===== src/rtl/core/byte_count_to_binary_prefix_text_core_macros.svh =====
// Assertion helpers shared by the core.
`ifndef BYTE_COUNT_TO_BINARY_PREFIX_TEXT_CORE_MACROS_SVH
`define BYTE_COUNT_TO_BINARY_PREFIX_TEXT_CORE_MACROS_SVH

// Same-cycle implication.
`define BCBPT_ASSERT_IMPL(label, clk, rst, ante, cons) \
   label: assert property (@(posedge clk) disable iff (rst) (ante) |-> (cons)) \
      else $error("bcbpt assertion failed");

// Next-cycle implication.
`define BCBPT_ASSERT_NEXT(label, clk, rst, ante, cons) \
   label: assert property (@(posedge clk) disable iff (rst) (ante) |=> (cons)) \
      else $error("bcbpt assertion failed");

`endif


===== src/rtl/core/bcbpt_pkg.sv =====
package bcbpt_pkg;

   localparam int CountWidth = 64;
   localparam int CharWidth  = 7;
   localparam int StepShift  = 10;
   localparam int WholeWidth = 10;
   localparam int StepWidth  = 3;
   localparam int DigitWidth = 4;
   localparam int ProdWidth  = 14;
   localparam logic [StepWidth-1:0] MaxSteps = 3'd6;

   localparam logic [CharWidth-1:0] CharZero  = 7'h30;
   localparam logic [CharWidth-1:0] CharDot   = 7'h2E;
   localparam logic [CharWidth-1:0] CharSpace = 7'h20;
   localparam logic [CharWidth-1:0] CharI     = 7'h69;
   localparam logic [CharWidth-1:0] CharB     = 7'h42;

   localparam logic [1:0] PlaceThou = 2'd0;
   localparam logic [1:0] PlaceHund = 2'd1;
   localparam logic [1:0] PlaceTens = 2'd2;
   localparam logic [1:0] PlaceOnes = 2'd3;

   typedef enum logic [2:0] {
      SEL_DIGIT,
      SEL_DOT,
      SEL_FRAC,
      SEL_SPACE,
      SEL_PREFIX,
      SEL_I,
      SEL_B
   } char_sel_type;

   typedef struct packed {
      logic         load;
      logic         scale;
      logic         frac_load;
      logic [1:0]   place;
      logic         digit_take;
      logic         emit;
      char_sel_type sel;
      logic         last;
   } dp_cmd_type;

   typedef struct packed {
      logic scale_done;
      logic digit_nonzero;
      logic started;
      logic frac_nonzero;
      logic steps_zero;
      logic out_free;
   } dp_status_type;

   function automatic logic [WholeWidth-1:0] place_value(input logic [1:0] place);
      logic [WholeWidth-1:0] value;
      unique case (place)
         PlaceThou: value = 10'd1000;
         PlaceHund: value = 10'd100;
         PlaceTens: value = 10'd10;
         PlaceOnes: value = 10'd1;
         default:   value = 10'd1;
      endcase
      return value;
   endfunction

   function automatic logic [CharWidth-1:0] prefix_letter(input logic [StepWidth-1:0] steps);
      logic [CharWidth-1:0] code;
      unique case (steps)
         3'd1:    code = 7'h4B;
         3'd2:    code = 7'h4D;
         3'd3:    code = 7'h47;
         3'd4:    code = 7'h54;
         3'd5:    code = 7'h50;
         3'd6:    code = 7'h45;
         default: code = 7'h00;
      endcase
      return code;
   endfunction

endpackage


===== src/rtl/core/bcbpt_ifs.sv =====
interface bcbpt_req_if;
   logic        valid;
   logic        ready;
   logic [63:0] byte_count;

   modport source (output valid, output byte_count, input ready);
   modport sink (input valid, input byte_count, output ready);
endinterface

interface bcbpt_rsp_if;
   logic       valid;
   logic       ready;
   logic [6:0] char_code;
   logic       last_char;

   modport source (output valid, output char_code, output last_char, input ready);
   modport sink (input valid, input char_code, input last_char, output ready);
endinterface


===== src/rtl/core/bcbpt_datapath.sv =====
module bcbpt_datapath (
   input  logic                     clock,
   input  logic                     reset,
   input  logic [63:0]              byte_count_i,
   input  bcbpt_pkg::dp_cmd_type    cmd_i,
   output bcbpt_pkg::dp_status_type status_o,
   bcbpt_rsp_if.source              rsp
);
   import bcbpt_pkg::*;

   logic [CountWidth-1:0] whole_ff, whole_in;
   logic [CountWidth-1:0] low_ff, low_in;
   logic [StepWidth-1:0]  steps_ff, steps_in;
   logic [DigitWidth-1:0] frac_ff, frac_in;
   logic                  started_ff, started_in;
   logic                  rsp_valid_ff, rsp_valid_in;
   logic [CharWidth-1:0]  char_ff, char_in;
   logic                  last_ff, last_in;

   logic [WholeWidth-1:0] place;
   logic [DigitWidth-1:0] digit;
   logic [ProdWidth-1:0]  sub;
   logic [ProdWidth-1:0]  prod;
   logic [CountWidth+3:0] ten_low;
   logic [CharWidth-1:0]  char_sel;
   logic                  out_free;

   assign place   = place_value(cmd_i.place);
   assign ten_low = {1'b0, low_ff, 3'b000} + {3'b000, low_ff, 1'b0};
   assign out_free = !rsp_valid_ff || rsp.ready;

   always_comb begin
      digit = '0;
      sub   = '0;
      prod  = '0;
      for (int i = 1; i < 10; i++) begin
         prod = ProdWidth'(i) * {{(ProdWidth-WholeWidth){1'b0}}, place};
         if ({{(ProdWidth-WholeWidth){1'b0}}, whole_ff[WholeWidth-1:0]} >= prod) begin
            digit = DigitWidth'(i);
            sub   = prod;
         end
      end
   end

   always_comb begin
      unique case (cmd_i.sel)
         SEL_DIGIT:  char_sel = CharZero + {3'b000, digit};
         SEL_DOT:    char_sel = CharDot;
         SEL_FRAC:   char_sel = CharZero + {3'b000, frac_ff};
         SEL_SPACE:  char_sel = CharSpace;
         SEL_PREFIX: char_sel = prefix_letter(steps_ff);
         SEL_I:      char_sel = CharI;
         SEL_B:      char_sel = CharB;
         default:    char_sel = CharB;
      endcase
   end

   always_comb begin
      whole_in   = whole_ff;
      low_in     = low_ff;
      steps_in   = steps_ff;
      frac_in    = frac_ff;
      started_in = started_ff;
      if (cmd_i.load) begin
         whole_in   = byte_count_i;
         low_in     = '0;
         steps_in   = '0;
         started_in = 1'b0;
      end else if (cmd_i.scale) begin
         whole_in = whole_ff >> StepShift;
         low_in   = {whole_ff[StepShift-1:0], low_ff[CountWidth-1:StepShift]};
         steps_in = steps_ff + 3'd1;
      end else if (cmd_i.digit_take) begin
         whole_in   = whole_ff - {{(CountWidth-WholeWidth){1'b0}}, sub[WholeWidth-1:0]};
         started_in = 1'b1;
      end
      if (cmd_i.frac_load) begin
         frac_in = ten_low[CountWidth+3:CountWidth];
      end
   end

   always_comb begin
      rsp_valid_in = rsp_valid_ff;
      char_in      = char_ff;
      last_in      = last_ff;
      if (cmd_i.emit) begin
         rsp_valid_in = 1'b1;
         char_in      = char_sel;
         last_in      = cmd_i.last;
      end else if (rsp.ready) begin
         rsp_valid_in = 1'b0;
      end
   end

   always_ff @(posedge clock) begin
      if (reset) begin
         rsp_valid_ff <= 1'b0;
      end else begin
         rsp_valid_ff <= rsp_valid_in;
      end
      whole_ff   <= whole_in;
      low_ff     <= low_in;
      steps_ff   <= steps_in;
      frac_ff    <= frac_in;
      started_ff <= started_in;
      char_ff    <= char_in;
      last_ff    <= last_in;
   end

   assign rsp.valid     = rsp_valid_ff;
   assign rsp.char_code = char_ff;
   assign rsp.last_char = last_ff;

   assign status_o.scale_done    = (whole_ff[CountWidth-1:StepShift] == '0)
                                   || (steps_ff == MaxSteps);
   assign status_o.digit_nonzero = (digit != '0);
   assign status_o.started       = started_ff;
   assign status_o.frac_nonzero  = (frac_ff != '0);
   assign status_o.steps_zero    = (steps_ff == '0);
   assign status_o.out_free      = out_free;

endmodule


===== src/rtl/core/bcbpt_controller.sv =====
`include "byte_count_to_binary_prefix_text_core_macros.svh"

module bcbpt_controller (
   input  logic                     clock,
   input  logic                     reset,
   input  logic                     req_valid,
   output logic                     req_ready,
   input  bcbpt_pkg::dp_status_type status_i,
   output bcbpt_pkg::dp_cmd_type    cmd_o
);
   import bcbpt_pkg::*;

   localparam logic [3:0] S_IDLE  = 4'd0;
   localparam logic [3:0] S_SCALE = 4'd1;
   localparam logic [3:0] S_THOU  = 4'd2;
   localparam logic [3:0] S_HUND  = 4'd3;
   localparam logic [3:0] S_TENS  = 4'd4;
   localparam logic [3:0] S_ONES  = 4'd5;
   localparam logic [3:0] S_DOT   = 4'd6;
   localparam logic [3:0] S_FRAC  = 4'd7;
   localparam logic [3:0] S_SPACE = 4'd8;
   localparam logic [3:0] S_PREF  = 4'd9;
   localparam logic [3:0] S_ISUF  = 4'd10;
   localparam logic [3:0] S_BCHR  = 4'd11;

   logic [3:0] state_ff, state_in;
   logic       want_digit;

   assign req_ready  = (state_ff == S_IDLE);
   assign want_digit = status_i.digit_nonzero || status_i.started;

   always_comb begin
      state_in         = state_ff;
      cmd_o            = '0;
      cmd_o.sel        = SEL_DIGIT;
      cmd_o.place      = PlaceOnes;
      unique case (state_ff)
         S_IDLE: begin
            if (req_valid) begin
               cmd_o.load = 1'b1;
               state_in   = S_SCALE;
            end
         end
         S_SCALE: begin
            if (!status_i.scale_done) begin
               cmd_o.scale = 1'b1;
            end else begin
               cmd_o.frac_load = 1'b1;
               state_in        = S_THOU;
            end
         end
         S_THOU, S_HUND, S_TENS: begin
            unique case (state_ff)
               S_THOU:  cmd_o.place = PlaceThou;
               S_HUND:  cmd_o.place = PlaceHund;
               default: cmd_o.place = PlaceTens;
            endcase
            if (!want_digit || status_i.out_free) begin
               state_in = state_ff + 4'd1;
            end
            if (want_digit && status_i.out_free) begin
               cmd_o.emit       = 1'b1;
               cmd_o.digit_take = 1'b1;
            end
         end
         S_ONES: begin
            if (status_i.out_free) begin
               cmd_o.emit       = 1'b1;
               cmd_o.digit_take = 1'b1;
               state_in         = S_DOT;
            end
         end
         S_DOT: begin
            cmd_o.sel = SEL_DOT;
            if (!status_i.frac_nonzero) begin
               state_in = S_SPACE;
            end else if (status_i.out_free) begin
               cmd_o.emit = 1'b1;
               state_in   = S_FRAC;
            end
         end
         S_FRAC: begin
            cmd_o.sel = SEL_FRAC;
            if (status_i.out_free) begin
               cmd_o.emit = 1'b1;
               state_in   = S_SPACE;
            end
         end
         S_SPACE: begin
            cmd_o.sel = SEL_SPACE;
            if (status_i.out_free) begin
               cmd_o.emit = 1'b1;
               state_in   = status_i.steps_zero ? S_BCHR : S_PREF;
            end
         end
         S_PREF: begin
            cmd_o.sel = SEL_PREFIX;
            if (status_i.out_free) begin
               cmd_o.emit = 1'b1;
               state_in   = S_ISUF;
            end
         end
         S_ISUF: begin
            cmd_o.sel = SEL_I;
            if (status_i.out_free) begin
               cmd_o.emit = 1'b1;
               state_in   = S_BCHR;
            end
         end
         S_BCHR: begin
            cmd_o.sel = SEL_B;
            if (status_i.out_free) begin
               cmd_o.emit = 1'b1;
               cmd_o.last = 1'b1;
               state_in   = S_IDLE;
            end
         end
         default: begin
            state_in = S_IDLE;
         end
      endcase
   end

   always_ff @(posedge clock) begin
      if (reset) begin
         state_ff <= S_IDLE;
      end else begin
         state_ff <= state_in;
      end
   end

   `BCBPT_ASSERT_IMPL(a_emit_needs_slot, clock, reset, cmd_o.emit, status_i.out_free)
   `BCBPT_ASSERT_IMPL(a_last_only_on_b, clock, reset, cmd_o.last, cmd_o.emit && state_ff == S_BCHR)
   `BCBPT_ASSERT_NEXT(a_accept_starts_scale, clock, reset, req_valid && req_ready, state_ff == S_SCALE)

endmodule


===== src/rtl/core/byte_count_to_binary_prefix_text_core.sv =====
// Sequence: once an item is accepted, the count is divided by 1024 k times (k =
// number of 1024 steps, 0..6), one scaling step per cycle; then the four digit slots
// go thousands to ones; a leading slot above ones with no digit emits nothing.
// A new item is accepted only after the previous one's last character has entered
// the result register, at most one character per cycle and only while it is free.
// Reset: synchronous, active high; clears the sequencer and the result valid.
module byte_count_to_binary_prefix_text_core (
   input  logic        clock,
   input  logic        reset,
   bcbpt_req_if.sink   req_ch,
   bcbpt_rsp_if.source rsp_ch
);
   import bcbpt_pkg::*;

   dp_cmd_type    cmd;
   dp_status_type status;
   logic          req_ready;

   assign req_ch.ready = req_ready;

   bcbpt_controller u_ctrl (
      .clock     (clock),
      .reset     (reset),
      .req_valid (req_ch.valid),
      .req_ready (req_ready),
      .status_i  (status),
      .cmd_o     (cmd)
   );

   bcbpt_datapath u_dp (
      .clock        (clock),
      .reset        (reset),
      .byte_count_i (req_ch.byte_count),
      .cmd_i        (cmd),
      .status_o     (status),
      .rsp          (rsp_ch)
   );

endmodule


===== src/flat_wrapper.sv =====
// flat-port wrapper written by rule: the top's interface ports become plain ports
module byte_count_to_binary_prefix_text_core_flat import bcbpt_pkg::*;
  (clock, reset, req_ch_valid, req_ch_byte_count, req_ch_ready, rsp_ch_valid, rsp_ch_char_code, rsp_ch_last_char, rsp_ch_ready);
  bcbpt_req_if req_ch_i ();
  bcbpt_rsp_if rsp_ch_i ();
  input  logic clock;
  input  logic reset;
  input wire logic [$bits(req_ch_i.valid)-1:0] req_ch_valid;
  input wire logic [$bits(req_ch_i.byte_count)-1:0] req_ch_byte_count;
  output wire logic [$bits(req_ch_i.ready)-1:0] req_ch_ready;
  output wire logic [$bits(rsp_ch_i.valid)-1:0] rsp_ch_valid;
  output wire logic [$bits(rsp_ch_i.char_code)-1:0] rsp_ch_char_code;
  output wire logic [$bits(rsp_ch_i.last_char)-1:0] rsp_ch_last_char;
  input wire logic [$bits(rsp_ch_i.ready)-1:0] rsp_ch_ready;
  assign req_ch_i.valid = req_ch_valid;
  assign req_ch_i.byte_count = req_ch_byte_count;
  assign req_ch_ready = req_ch_i.ready;
  assign rsp_ch_valid = rsp_ch_i.valid;
  assign rsp_ch_char_code = rsp_ch_i.char_code;
  assign rsp_ch_last_char = rsp_ch_i.last_char;
  assign rsp_ch_i.ready = rsp_ch_ready;
  byte_count_to_binary_prefix_text_core u_core (.clock(clock), .reset(reset), .req_ch(req_ch_i), .rsp_ch(rsp_ch_i));
endmodule

===== config.mk =====
export PLATFORM = sky130hd
export DESIGN_NAME = byte_count_to_binary_prefix_text_core_flat
export DESIGN_NICKNAME = d
export VERILOG_FILES = /design/src/rtl/core/bcbpt_pkg.sv /design/src/rtl/core/bcbpt_ifs.sv /design/src/rtl/core/bcbpt_datapath.sv /design/src/rtl/core/bcbpt_controller.sv /design/src/rtl/core/byte_count_to_binary_prefix_text_core.sv /design/src/flat_wrapper.sv
export VERILOG_INCLUDE_DIRS = /design/src /design/src/rtl/core
export SDC_FILE = /design/constraint.sdc
export NUM_CORES = 1
export LEC_CHECK = 0
export BUFFER_PORTS_ARGS = -buffer_cell sky130_fd_sc_hd__buf_4
export CORE_ASPECT_RATIO = 0.9
export CORE_MARGIN = 1
export CORE_UTILIZATION = 31
export DETAILED_ROUTE_END_ITERATION = 10
export GPL_ROUTABILITY_DRIVEN = 0
export SYNTH_ARGS = -nofsm -noshare
export SYNTH_HDL_FRONTEND = slang
export SYNTH_HIERARCHICAL = 1
export SYNTH_SLANG_ARGS = --single-unit

===== constraint.sdc =====
create_clock -name clock -period 11.8 [get_ports clock]
set_input_delay 0.59 -clock clock [delete_from_list [all_inputs] [get_ports clock]]
set_output_delay 0.59 -clock clock [all_outputs]
set_load 0.005 [all_outputs]

==> flow_metrics.env <==
export IMPL_tritoncts="done"
export IMPL_grt_pass1_wl_mm=57.3
export IMPL_avgViaCountPerCell=5.54
export IMPL_yosysTopAreaCell="edfxtp_1"
export IMPL_area_delta_synth_final_pct=12.8
export IMPL_synthDistinctLibCells=98
export IMPL_std_cell_rows=69
export IMPL_gr_total_overflow=0
export IMPL_synth_area_sq_mm=0.0124
export IMPL_hold_class="in -> reg"
export IMPL_drtIter0Drc=1056
export IMPL_path_class="reg -> reg"
export IMPL_postSynthCellCount=1386
export IMPL_async_flop_share_pct=0
export IMPL_cp_common_cell="ha_1"
export IMPL_status="finished clean"
export IMPL_die_h_microns=191
export IMPL_io_buffers=77
export IMPL_drv_slew=0
export IMPL_firstDrtPassIters=6
export IMPL_powerDensity_mw_per_mm2=271
export IMPL_cts_root_buf="clkbuf_16"
export IMPL_cts_num_sinks=149
export IMPL_core_region_area_sq_mm=0.0394
export IMPL_n_antenna_cell=0
export IMPL_cp_arrival_ns=8.42
export IMPL_cts_hold_buf=0
export IMPL_drcViolationCount=0
export IMPL_p_leak_uw=0.00575
export IMPL_end_kind="flip-flop"
export IMPL_drive_gt1_share_pct=11.6
export IMPL_worst_skew_pair_late_latency_ns=0.43
export IMPL_rsz0062_at_grt="no"
export IMPL_cp_required_ns=11.96
export IMPL_avgSynthCellArea_sq_um=8.92
export IMPL_die_w_microns=213
export IMPL_period_minus_slack_ns=8.26
export IMPL_startpoint_type="flip-flop"
export IMPL_grt_antenna_before_repair=0
export IMPL_hpwl_mm=25.9
export IMPL_io_pins=78
export IMPL_maxUsedRoutingLayer="met4"
export IMPL_grt_usage_pct=17.8
export IMPL_wl_per_cell_microns=18.2
export IMPL_hold_ws_ns=0.396
export IMPL_fmax_ghz=0.121
export IMPL_routed_wl_mm=35.9
export IMPL_setup_viol=0
export IMPL_min_period_over_period_pct=70.0
export IMPL_crit_slowest_cell="a2111oi_0"
export IMPL_grt_max_degree=66
export IMPL_finalNetCount=1636
export IMPL_num_vias=10910
export IMPL_drv_cap=0
export IMPL_ir_worst_vdd_v=0.000124
export IMPL_ys_seq_elements=149
export IMPL_yosysSeqAreaShare_pct=30.3
export IMPL_ctsResizeCount=0
export IMPL_slowest_delay_ns=0.65
export IMPL_crit_fanout=16
export IMPL_antenna_left=0
export IMPL_synth_edff_count=76
export IMPL_cts_buffer_depth=2
export IMPL_ys_top_cells_by_area="edfxtp_1, ha_1, dfxtp_1, mux2i_1, nor2_1"
export IMPL_synth_top_area_share_pct=18.5
export IMPL_tns_ns=0
export IMPL_dr_wl_met2_mm=15.5
export IMPL_cts_buffers=17
export IMPL_met1Wirelength_mm=17.8
export IMPL_max_slew_margin_pct=24.3
export IMPL_utilization_pct=35.4
export IMPL_grt_pass1_vias=10383
export IMPL_die_area_sq_mm=0.0407
export IMPL_worst_slew_pin_transition_ns=1.12
export IMPL_h_tree_depth=4
export IMPL_met3_length_mm=2.04
export IMPL_cts_setup_buffers=0
export IMPL_regArea_sq_mm=0.00374
export IMPL_hold_viol=0
export IMPL_synth_nets=1598
export IMPL_multi_input_area_sq_mm=0.00814
export IMPL_synthFlopType="edfxtp_1"
export IMPL_start_util_pct=31.4
export IMPL_fillers=4094
export IMPL_finalClockSkew_ns=0.0115
export IMPL_yosys_warnings=6
export IMPL_total_power_uw=3770
export IMPL_clk_pin_slew_ns=0.07
==> per-stage QoR <==
step	setup slack (ns)	cells	cell area, sq um
2_1_floorplan	4.41	1386	12400
3_3_place_gp	4.07	1937	13400
3_5_place_dp	3.75	1937	13400
4_1_cts	3.70	1968	13900
5_1_grt	2.90	1968	13900
6_report	3.54	1968	13900
==> logic make-up (layout without fill, tap and decap cells) <==
kind of cell               count (synthesis)  after routing  share of synthesized area (%)
adders and majority gates                145            145                           14.7
buffers and inverters                    117            167                           4.04
AOI/OAI and AO/OA                        329            329                           18.3
DFF                                      149            149                           30.3
muxes                                    101            101                           8.24
and+or+nand+nor                          493            493                           20.7
xor gates and xnor gates                  52             52                           3.68
==> cell usage after synthesis, drive strengths merged, types with 18 or more instances <==
cell type and number:
o31ai 19, nand2 116, a21o 28, xnor2 30
nor4 21, a21oi 62, buf 18, ha 143
nand4 22, mux2i 95, clkbuf 50, inv 49
and3 22, nor3 43, o21ai 82, nand3 32
xor2 22, edfxtp 76, dfxtp 73, nor2 145
==> cell type report <==
| type | count | share of cell area (%) |
|---|---|---|
| repair buffers | 87 | 4.68 |
| clock buffers | 28 | 3.70 |
| inverters | 49 | 1.32 |
| clock inverters | 3 | 0.314 |
| multi-input cells | 1120 | 58.4 |
| well taps | 532 | 4.77 |
| flip-flops and latches | 149 | 26.8 |
==> critical path, delay by kind of cell, from the launching register on <==
kind | cells | cell delay [ns]
flip-flops | 1 | 0.33
AO/OA/AOI/OAI | 10 | 2.87
buffers and inverters | 4 | 0.69
AND/OR/NAND/NOR | 8 | 2.21
adder cells (fa/ha/maj) | 5 | 1.86
==> routing by layer <==
metal	vias to the layer above	global-route usage (%)
li1	5272	-
met1	5262	26.5
met2	342	26.5
met3	34	2.23
met4	0	5.31
met5	-	0
==> flip-flops by register name (all words and copies together) (netlist names), 3 cells and up <==
name                       count
u_core/u_dp/low_ff            64
u_core/u_dp/whole_ff          64
u_core/u_dp/rsp.char_code      7
u_core/u_ctrl/state_ff         4
u_core/u_dp/frac_ff            4
u_core/u_dp/steps_ff           3
==> worst paths after layout <==
path	startpoint	endpoint	slack [ns]	cells past startpoint
setup / recovery	u_core/u_ctrl/state_ff[0]	u_core/u_dp/whole_ff[40]	3.54	27
hold / removal	reset	u_core/u_ctrl/state_ff[3]	0.40	2
setup reg to reg	u_core/u_ctrl/state_ff[0]	u_core/u_dp/whole_ff[40]	3.54	27
hold reg to reg	u_core/u_dp/low_ff[1]	u_core/u_dp/low_ff[1]	0.51	2
==> where the power goes <==
part	internal (uW)	switching, uW
combinational	848	1310
clock	318	214
sequential	808	277
==> cell usage in the layout (no fill, tap or decap), types with 15 or more instances in the layout <==
cell type / Yosys / layout
a21o_1: 28 / 28
a21oi_1: 62 / 62
a31oi_1: 15 / 15
and3_1: 22 / 21
buf_4: 4 / 87
clkbuf_16: 0 / 18
dfxtp_1: 73 / 73
edfxtp_1: 76 / 76
ha_1: 143 / 143
inv_1: 46 / 45
mux2i_1: 95 / 95
nand2_1: 115 / 115
nand2b_1: 15 / 15
nand3_1: 31 / 31
nand4_1: 21 / 21
nor2_1: 145 / 145
nor3_1: 38 / 38
nor4_1: 17 / 16
o21ai_0: 77 / 76
o31ai_1: 17 / 17
xnor2_1: 30 / 30
xor2_1: 22 / 22
(Power assumes the default switching activity.)
